**src/sv/uwrap_pkg.sv**
```systemverilog
// ----------------------------------------------------------------------------
// UTF-8 word wrapper package
// Shared types, register indexes and constants of the word wrapper blocks.
// ----------------------------------------------------------------------------
package uwrap_pkg;

  localparam int MAX_TEXT_BYTES = 4096;
  localparam int POS_W          = $clog2(MAX_TEXT_BYTES + 1);
  localparam int START_W        = 12;
  localparam int LEN_W          = 13;
  localparam int CNT_W          = 7;
  localparam int WID_W          = 13;
  localparam int WSUM_W         = WID_W + 1;
  localparam int MAX_RESULTS    = 3;
  localparam int RES_CNT_W      = 2;
  localparam int QUEUE_DEPTH    = 4;
  localparam int QPTR_W         = $clog2(QUEUE_DEPTH);

  localparam logic [WID_W-1:0] WIDTH_MAX = '1;

  localparam int CFG_IDX_W  = 2;
  localparam int CFG_DATA_W = 8;
  localparam logic [CFG_IDX_W-1:0] REG_WRAP_WIDTH = 2'd0;
  localparam logic [CFG_IDX_W-1:0] REG_LINE_LIMIT = 2'd1;

  localparam logic [7:0] WRAP_WIDTH_RESET = 8'd20;
  localparam logic [6:0] LINE_LIMIT_RESET = 7'd8;

  localparam logic [7:0] CHAR_SPACE   = 8'h20;
  localparam logic [7:0] CHAR_NEWLINE = 8'h0A;
  localparam logic [7:0] CONT_MASK    = 8'hC0;
  localparam logic [7:0] CONT_MARK    = 8'h80;

  localparam logic KIND_LINE    = 1'b0;
  localparam logic KIND_SUMMARY = 1'b1;

  typedef struct packed {
    logic [7:0] text_byte;
    logic       is_end;
  } in_t;

  typedef struct packed {
    logic               kind;
    logic [START_W-1:0] line_start;
    logic [LEN_W-1:0]   line_length;
    logic [CNT_W-1:0]   line_count;
    logic               truncated;
    logic               last_of_run;
  } out_t;

  // All results caused by one text item, packed from slot zero upward.
  typedef struct packed {
    logic [RES_CNT_W-1:0]         cnt;
    out_t [MAX_RESULTS-1:0]       res;
  } entry_t;

  typedef struct packed {
    logic full;
    logic empty;
  } queue_stat_t;

endpackage

```
**src/sv/uwrap_front.sv**
```systemverilog
// ----------------------------------------------------------------------------
// Word wrapper front end
// Accepts text items, tracks line and word state and makes the greedy
// fit-or-wrap decision, producing one queue entry per item with results.
// ----------------------------------------------------------------------------
module uwrap_front import uwrap_pkg::*; (
  input  logic                  clk,
  input  logic                  rst,
  input  logic                  text_valid,
  output logic                  text_stall,
  input  in_t                   text_item,
  input  logic                  cfg_we,
  input  logic [CFG_IDX_W-1:0]  cfg_index,
  input  logic [CFG_DATA_W-1:0] cfg_data,
  input  queue_stat_t           qstat,
  output logic                  push,
  output entry_t                push_entry
);

  logic [7:0]       wrap_width;
  logic [6:0]       line_limit;
  logic [POS_W-1:0] byte_position;
  logic [POS_W-1:0] cur_line_start;
  logic [POS_W-1:0] cur_word_start;
  logic [WID_W-1:0] line_width;
  logic [WID_W-1:0] word_width;
  logic [CNT_W-1:0] lines_emitted;
  logic             overflow_seen;

  logic              accept;
  logic              is_space;
  logic              is_nl;
  logic              is_cont;
  logic              in_range;
  logic              room;
  logic              room_a;
  logic              dec_en;
  logic              fit;
  logic              wrap;
  logic              emit2;
  logic [WSUM_W-1:0] fit_sum;
  logic [POS_W-1:0]  wrap_len;
  logic [POS_W-1:0]  len2;
  logic [POS_W-1:0]  ls_a;
  logic [WID_W-1:0]  lw_a;
  logic [CNT_W-1:0]  lines_a;
  logic [CNT_W-1:0]  lines_b;
  logic [POS_W-1:0]  pos_inc;
  logic [RES_CNT_W-1:0] n;
  entry_t            entry;

  function automatic out_t mk_res(logic kind, logic [POS_W-1:0] start,
                                  logic [POS_W-1:0] len, logic [CNT_W-1:0] cnt,
                                  logic trunc);
    out_t r;
    r.kind        = kind;
    r.line_start  = START_W'(start);
    r.line_length = LEN_W'(len);
    r.line_count  = cnt;
    r.truncated   = trunc;
    r.last_of_run = 1'b0;
    return r;
  endfunction

  assign text_stall = qstat.full;
  assign accept     = text_valid && !text_stall;

  always_comb begin
    is_space = (text_item.text_byte == CHAR_SPACE);
    is_nl    = (text_item.text_byte == CHAR_NEWLINE);
    is_cont  = ((text_item.text_byte & CONT_MASK) == CONT_MARK);
    in_range = (byte_position < POS_W'(MAX_TEXT_BYTES));
    room     = (lines_emitted < line_limit);
    pos_inc  = byte_position + 1'b1;

    if (text_item.is_end) begin
      dec_en = room && (byte_position > cur_word_start);
    end else begin
      dec_en = in_range && room &&
               (is_space || (is_nl && (byte_position > cur_word_start)));
    end

    // First word of a line is always taken; otherwise it must fit with a space.
    fit_sum = {1'b0, line_width} + {1'b0, word_width} + WSUM_W'(1);
    fit     = (line_width == '0) || (fit_sum <= {{(WSUM_W-8){1'b0}}, wrap_width});
    wrap    = dec_en && !fit;

    wrap_len = (cur_word_start > cur_line_start) ?
               (cur_word_start - 1'b1 - cur_line_start) : '0;
    lines_a  = lines_emitted + CNT_W'(wrap);
    ls_a     = wrap ? cur_word_start : cur_line_start;
    if (!dec_en) begin
      lw_a = line_width;
    end else if ((line_width == '0) || wrap) begin
      lw_a = word_width;
    end else begin
      lw_a = fit_sum[WID_W-1:0];
    end
    room_a = (lines_a < line_limit);

    if (text_item.is_end) begin
      emit2 = room_a && (ls_a < byte_position);
    end else begin
      emit2 = in_range && room && is_nl && room_a;
    end
    len2    = (byte_position > ls_a) ? (byte_position - ls_a) : '0;
    lines_b = lines_a + CNT_W'(emit2);

    entry = '0;
    n     = '0;
    if (accept && wrap) begin
      entry.res[n] = mk_res(KIND_LINE, cur_line_start, wrap_len,
                            lines_emitted + 1'b1, 1'b0);
      n = n + 1'b1;
    end
    if (accept && emit2) begin
      entry.res[n] = mk_res(KIND_LINE, ls_a, len2, lines_a + 1'b1, 1'b0);
      n = n + 1'b1;
    end
    if (accept && text_item.is_end) begin
      entry.res[n] = mk_res(KIND_SUMMARY, '0, '0, lines_b, overflow_seen);
      n = n + 1'b1;
    end
    if (n != '0) begin
      entry.res[n - 1'b1].last_of_run = 1'b1;
    end
    entry.cnt  = n;
    push       = (n != '0);
    push_entry = entry;
  end

  always_ff @(posedge clk) begin
    if (rst) begin
      wrap_width <= WRAP_WIDTH_RESET;
      line_limit <= LINE_LIMIT_RESET;
    end else if (cfg_we) begin
      case (cfg_index)
        REG_WRAP_WIDTH: wrap_width <= cfg_data[7:0];
        REG_LINE_LIMIT: line_limit <= cfg_data[6:0];
        default: ;
      endcase
    end
  end

  always_ff @(posedge clk) begin
    if (rst) begin
      byte_position  <= '0;
      cur_line_start <= '0;
      cur_word_start <= '0;
      line_width     <= '0;
      word_width     <= '0;
      lines_emitted  <= '0;
      overflow_seen  <= 1'b0;
    end else if (accept) begin
      if (text_item.is_end) begin
        // The end marker returns the text state to its reset values.
        byte_position  <= '0;
        cur_line_start <= '0;
        cur_word_start <= '0;
        line_width     <= '0;
        word_width     <= '0;
        lines_emitted  <= '0;
        overflow_seen  <= 1'b0;
      end else if (!in_range) begin
        overflow_seen <= 1'b1;
      end else begin
        byte_position <= pos_inc;
        if (room) begin
          if (is_space) begin
            cur_line_start <= ls_a;
            line_width     <= lw_a;
            lines_emitted  <= lines_a;
            cur_word_start <= pos_inc;
            word_width     <= '0;
          end else if (is_nl) begin
            lines_emitted  <= lines_b;
            cur_line_start <= pos_inc;
            cur_word_start <= pos_inc;
            line_width     <= '0;
            word_width     <= '0;
          end else if (!is_cont) begin
            word_width <= (word_width == WIDTH_MAX) ? word_width : word_width + 1'b1;
          end
        end
      end
    end
  end

endmodule

```
**src/sv/uwrap_queue.sv**
```systemverilog
// ----------------------------------------------------------------------------
// Word wrapper result queue
// Small first-in first-out buffer of result entries between front and back.
// ----------------------------------------------------------------------------
module uwrap_queue import uwrap_pkg::*; (
  input  logic        clk,
  input  logic        rst,
  input  logic        push,
  input  entry_t      push_entry,
  input  logic        pop,
  output entry_t      head,
  output queue_stat_t qstat
);

  entry_t             slots [QUEUE_DEPTH];
  logic [QPTR_W-1:0]  wr_ptr;
  logic [QPTR_W-1:0]  rd_ptr;
  logic [QPTR_W:0]    count;

  assign qstat.full  = (count == (QPTR_W+1)'(QUEUE_DEPTH));
  assign qstat.empty = (count == '0);
  assign head        = slots[rd_ptr];

  always_ff @(posedge clk) begin
    if (push) begin
      slots[wr_ptr] <= push_entry;
    end
  end

  always_ff @(posedge clk) begin
    if (rst) begin
      wr_ptr <= '0;
      rd_ptr <= '0;
      count  <= '0;
    end else begin
      if (push) begin
        wr_ptr <= wr_ptr + 1'b1;
      end
      if (pop) begin
        rd_ptr <= rd_ptr + 1'b1;
      end
      count <= count + (QPTR_W+1)'(push) - (QPTR_W+1)'(pop);
    end
  end

endmodule

```
**src/sv/uwrap_back.sv**
```systemverilog
// ----------------------------------------------------------------------------
// Word wrapper back end
// Takes queue entries and hands out their results one per output item.
// ----------------------------------------------------------------------------
module uwrap_back import uwrap_pkg::*; (
  input  logic        clk,
  input  logic        rst,
  input  entry_t      head,
  input  queue_stat_t qstat,
  output logic        pop,
  output logic        res_valid,
  input  logic        res_stall,
  output out_t        res_item
);

  entry_t               cur;
  logic [RES_CNT_W-1:0] idx;
  logic                 busy;
  logic                 done_one;
  logic                 load;

  assign done_one  = busy && !res_stall;
  // A new entry loads when no entry is held or when the last result of the current one leaves.
  assign load      = !busy || (done_one && (idx == cur.cnt - 1'b1));
  assign pop       = load && !qstat.empty;
  assign res_valid = busy;
  assign res_item  = cur.res[idx];

  always_ff @(posedge clk) begin
    if (load) begin
      cur <= head;
    end
  end

  always_ff @(posedge clk) begin
    if (rst) begin
      busy <= 1'b0;
      idx  <= '0;
    end else if (load) begin
      busy <= !qstat.empty;
      idx  <= '0;
    end else if (done_one) begin
      idx <= idx + 1'b1;
    end
  end

endmodule

```
**src/sv/utf8_greedy_word_wrapper_core.sv**
```systemverilog
// ----------------------------------------------------------------------------
// UTF-8 greedy word wrapper
// The block accepts one text byte or end marker per clock cycle and breaks the
// text into lines with a greedy rule, counting width in UTF-8 characters.
// Each finished line leaves as one result item, and every end marker yields a
// summary item. An input item is taken in the cycle it arrives as long as the
// four-entry result queue has room; each result is registered in the queue
// and then in the back end before it appears at the output. The output side
// moves one result per cycle while the output is not stalled, and a byte
// stream with no more than one result per byte runs at one byte per cycle
// under that condition. Configuration must be written through the plain
// write port only while the block is idle; the block does not enforce this.
// ----------------------------------------------------------------------------
module utf8_greedy_word_wrapper_core import uwrap_pkg::*; (
  input  logic                  clk,
  input  logic                  rst,
  input  logic                  text_valid,
  output logic                  text_stall,
  input  in_t                   text_item,
  output logic                  res_valid,
  input  logic                  res_stall,
  output out_t                  res_item,
  input  logic                  cfg_we,
  input  logic [CFG_IDX_W-1:0]  cfg_index,
  input  logic [CFG_DATA_W-1:0] cfg_data
);

  queue_stat_t qstat;
  logic        push;
  logic        pop;
  entry_t      push_entry;
  entry_t      head;

  uwrap_front u_front (
    .clk        (clk),
    .rst        (rst),
    .text_valid (text_valid),
    .text_stall (text_stall),
    .text_item  (text_item),
    .cfg_we     (cfg_we),
    .cfg_index  (cfg_index),
    .cfg_data   (cfg_data),
    .qstat      (qstat),
    .push       (push),
    .push_entry (push_entry)
  );

  uwrap_queue u_queue (
    .clk        (clk),
    .rst        (rst),
    .push       (push),
    .push_entry (push_entry),
    .pop        (pop),
    .head       (head),
    .qstat      (qstat)
  );

  uwrap_back u_back (
    .clk       (clk),
    .rst       (rst),
    .head      (head),
    .qstat     (qstat),
    .pop       (pop),
    .res_valid (res_valid),
    .res_stall (res_stall),
    .res_item  (res_item)
  );

endmodule

```
**config.mk**
```make
export PLATFORM = sky130hd
export DESIGN_NAME = utf8_greedy_word_wrapper_core
export DESIGN_NICKNAME = d
export VERILOG_FILES = /design/src/sv/uwrap_pkg.sv /design/src/sv/uwrap_front.sv /design/src/sv/uwrap_queue.sv /design/src/sv/uwrap_back.sv /design/src/sv/utf8_greedy_word_wrapper_core.sv
export SDC_FILE = /design/constraint.sdc
export NUM_CORES = 1
export LEC_CHECK = 0
export BUFFER_PORTS_ARGS = -buffer_cell sky130_fd_sc_hd__buf_2
export CAP_MARGIN = 20
export CORE_MARGIN = 2
export CORE_UTILIZATION = 37
export DETAILED_ROUTE_END_ITERATION = 8
export GPL_ROUTABILITY_DRIVEN = 1
export GPL_TIMING_DRIVEN = 0
export PLACE_DENSITY = 0.49
export SYNTH_ARGS = -nofsm -noshare
export SYNTH_HDL_FRONTEND = slang
export SYNTH_SLANG_ARGS = --single-unit
```
**constraint.sdc**
```tcl
create_clock -name clk -period 12.55 [get_ports clk]
set_input_delay 0.6275 -clock clk [delete_from_list [all_inputs] [get_ports clk]]
set_output_delay 0.6275 -clock clk [all_outputs]
set_load 0.02 [all_outputs]
```
==> key figures <==
Power
  • Sw Share: 0.276
  • Sw Pwr: 1.27 mW
  • LEAKAGE: 9.35 nW
  • Cell area power density: 172 mW/mm²
  • Internal Power: 3.33 mW
  • Comb pwr share: 0.194
  • Pwr Total: 4.59 mW
  • Max IR drop VDD: 125 µV
  • Sequential power share: 0.469
  • Clock power frac: 0.337

Routing
  • Drt pass-1 iters: 5
  • WL/cell: 22.0 µm
  • Via/cell ratio: 5.29
  • Routed WL: 60.0 mm
  • DRC Markers: 0
  • DR iter-0 viols: 911
  • Detail Route Antenna Nets: 0
  • Vias after detailed routing: 14400

Timing
  • Slew HR: 0.308
  • Final Hold Vio Count: 0
  • Fin Setup TNS: 0 ns
  • Min Hold Slack: 0.240 ns
  • Setup violations, final: 0
  • Skew final: 0.0240 ns
  • RSZ-0062 raised after global routing: no
  • Final worst-path cycle share: 0.787
  • Max Transition Viols Final: 0
  • Final min period: 9.88 ns
  • Slew at the pin closest to its max-slew limit: 1.03 ns
  • Max frequency: 101 MHz

Min path
  • HP Class: in2reg
  • Hold EP: u_front.wrap_width[4]$_SDFFE_PP1P_
  • Hold depth: 2
  • Hold Crit Start: cfg_data[4]

Critical path
  • Worst r2r src: u_front.word_width[4]$_SDFFE_PP0P_
  • Worst Path Buf+Inv: 8
  • Worst Path Required: 12.93 ns
  • Slowest cell on crit path: nor2_1
  • Crit-path most repeated cell: ha_1
  • Slowest stage delay, CP: 0.62 ns
  • WP data arrival: 10.26 ns
  • FF-to-FF End: u_queue.slots[1][33]$_DFFE_PP_
  • Crit path kind: reg2reg
  • Worst path depth: 34
  • Critical Path Fanout Max: 13
  • Cells on worst reg2reg path: 34
  • Crit end category: flip-flop
  • CP delay by family, top: compound AO/OA/AOI/OAI gates
  • R2r setup slk: 2.67 ns
  • Nature of the critical path startpoint: flip-flop

Placed design
  • DP HPWL: 42.8 mm
  • PortBufs: 60
  • Placed inst area: 0.0249 mm²
  • GP Congestion: 0.881

Die
  • Die area: 0.0652 mm²
  • Die width: 255 µm
  • FP Rows: 92
  • Initial Utilization: 0.372
  • # IOs: 61
  • Core Region: 0.0627 mm²
  • Die height: 255 µm

Finish
  • Layout cells sized above 1: 0.141
  • Fin area: 0.0267 mm²
  • Post-layout util: 0.425
  • Area Overhead vs Synth: 14.2%
  • # diodes: 0
  • Final #Nets: 1955

Global routing
  • Vias in the first global route: 14800
  • Antenna violations before repair: 1
  • Grt total ovfl: 0
  • Gr usage total: 0.188
  • First-pass GRT wire length: 91.5 mm
  • Largest net degree at the start of global routing: 54

Synth
  • Largest cells by area after synthesis: edfxtp_1 53%, dfxtp_1 8.4%, mux4_2 7.9%
  • Sequential fraction of the synthesis area: 0.611
  • Top-count cell post-synth: edfxtp_1
  • Yosys Warn Count: 0
  • Post-synth top flop: edfxtp_1
  • Yosys reg bits: 508
  • Synth top area share: 0.527
  • Dominant cell type by area after synthesis: edfxtp_1
  • Cells after Synth: 1709
  • Count of different cell masters after synthesis: 74
  • Syn nets: 1829
  • Commonest cells in the netlist: 410 x edfxtp_1, 150 x nor2_1, 98 x dfxtp_1, 92 x ha_1, 92 x nand2_1
  • Post-synthesis area per instance: 13.7 µm²
  • Ys async rst share: 0
  • Post-synth EDFFs: 410
  • Synth Cell Area: 0.0234 mm²

CTS
  • CTS resizes: 0
  • Worst-case clock buffer depth: 3
  • Clk_lat worst skew: 0.61 ns
  • CTS Buf Count: 53
  • Reg clk slew, reported paths: 0.06 ns
  • Hold-fix buffers, CTS: 0
  • H-tree Lvls: 2
  • CTS tree: done
  • Clk sinks: 508
  • Root Buffer: clkbuf_16
  • Post-CTS Setup Inserts: 0

Status
  • Status: complete, no violations

Flow run
  • Max-Cap Viols: 0
-- flip-flops by register name, summed over array words and instances, names as in the netlist, 8 cells and up --
register	flops
u_front.word_width	13
u_front.cur_word_start	13
u_front.wrap_width	8
u_front.line_width	13
u_front.cur_line_start	13
u_queue.slots	328
u_front.byte_position	13
u_back.cur	82
-- per-layer routing --
metal / vias up / wire (µm) / track usage
met5: - / 0 / 0
met3: 77 / 2120 / 0.0249
met2: 252 / 28600 / 0.311
met1: 7267 / 28200 / 0.263
li1: 6816 / - / -
met4: 0 / 1170 / 0.0466
-- power groups by stage --
stage	sequential (mW)	clock (mW)	combinational, mW
global route	2.17	1.66	0.975
detailed placement	2.19	0	0.902
global placement	2.22	0	0.864
CTS	2.15	1.59	0.904
floorplan	2.19	0	0.587
finish	2.15	1.55	0.890
-- through the flow --
stage,instances,setup slack [ns]
floorplan,1709,3.77
global placement,2615,0.163
detailed placement,2622,2.75
CTS,2720,2.68
global route,2724,2.05
finish,2724,2.67
-- worst max-delay path by stage --
stage / start / to / slack, ns
final: u_front.word_width[4]$_SDFFE_PP0P_ / u_queue.slots[1][33]$_DFFE_PP_ / 2.67
after global routing: u_front.word_width[0]$_SDFFE_PP0P_ / u_queue.slots[2][63]$_DFFE_PP_ / 2.05
after CTS: u_front.word_width[4]$_SDFFE_PP0P_ / u_queue.slots[2][63]$_DFFE_PP_ / 2.68
after global placement: u_front.word_width[0]$_SDFFE_PP0P_ / u_queue.slots[1][61]$_DFFE_PP_ / 0.16
after detailed placement: u_front.word_width[4]$_SDFFE_PP0P_ / u_queue.slots[2][61]$_DFFE_PP_ / 2.75
after floorplan: u_front.word_width[4]$_SDFFE_PP0P_ / u_queue.slots[0][0]$_DFFE_PP_ / 3.77
-- area by class of cell --
| type | count | area, µm² |
|---|---|---|
| clock inverters | 27 | 258 |
| flip-flops and latches | 508 | 14300 |
| repair buffers | 71 | 538 |
| clock buffers | 71 | 1440 |
| multi-input cells | 1044 | 8500 |
| inverters | 80 | 300 |
| well taps | 846 | 1060 |
| plain buffers | 77 | 317 |
| fillers | 5762 | 36000 |
-- kinds of logic after synthesis --
logic type	after synthesis	synth area share
simple gates	447	0.0932
mux	127	0.0983
xor+xnor	79	0.0296
fa+ha+maj	96	0.0527
flops	508	0.611
buf+inv	157	0.0264
compound gates	295	0.0888
-- placed cells by master (no fill, tap or decap), types with 18 or more instances in the layout --
cell type    n
xor2_1      26
mux4_2      82
edfxtp_1   410
mux2i_1     45
clkbuf_1    65
dfxtp_1     98
buf_2       67
xnor2_1     53
o21ai_0     48
nor2_1     150
inv_1       76
nor3_1      35
and2_1      21
nand4_1     18
nand3_1     43
clkbuf_16   53
nand2_1     92
ha_1        92
a21oi_1     64
Note: power is estimated with default switching activity, not from simulation.
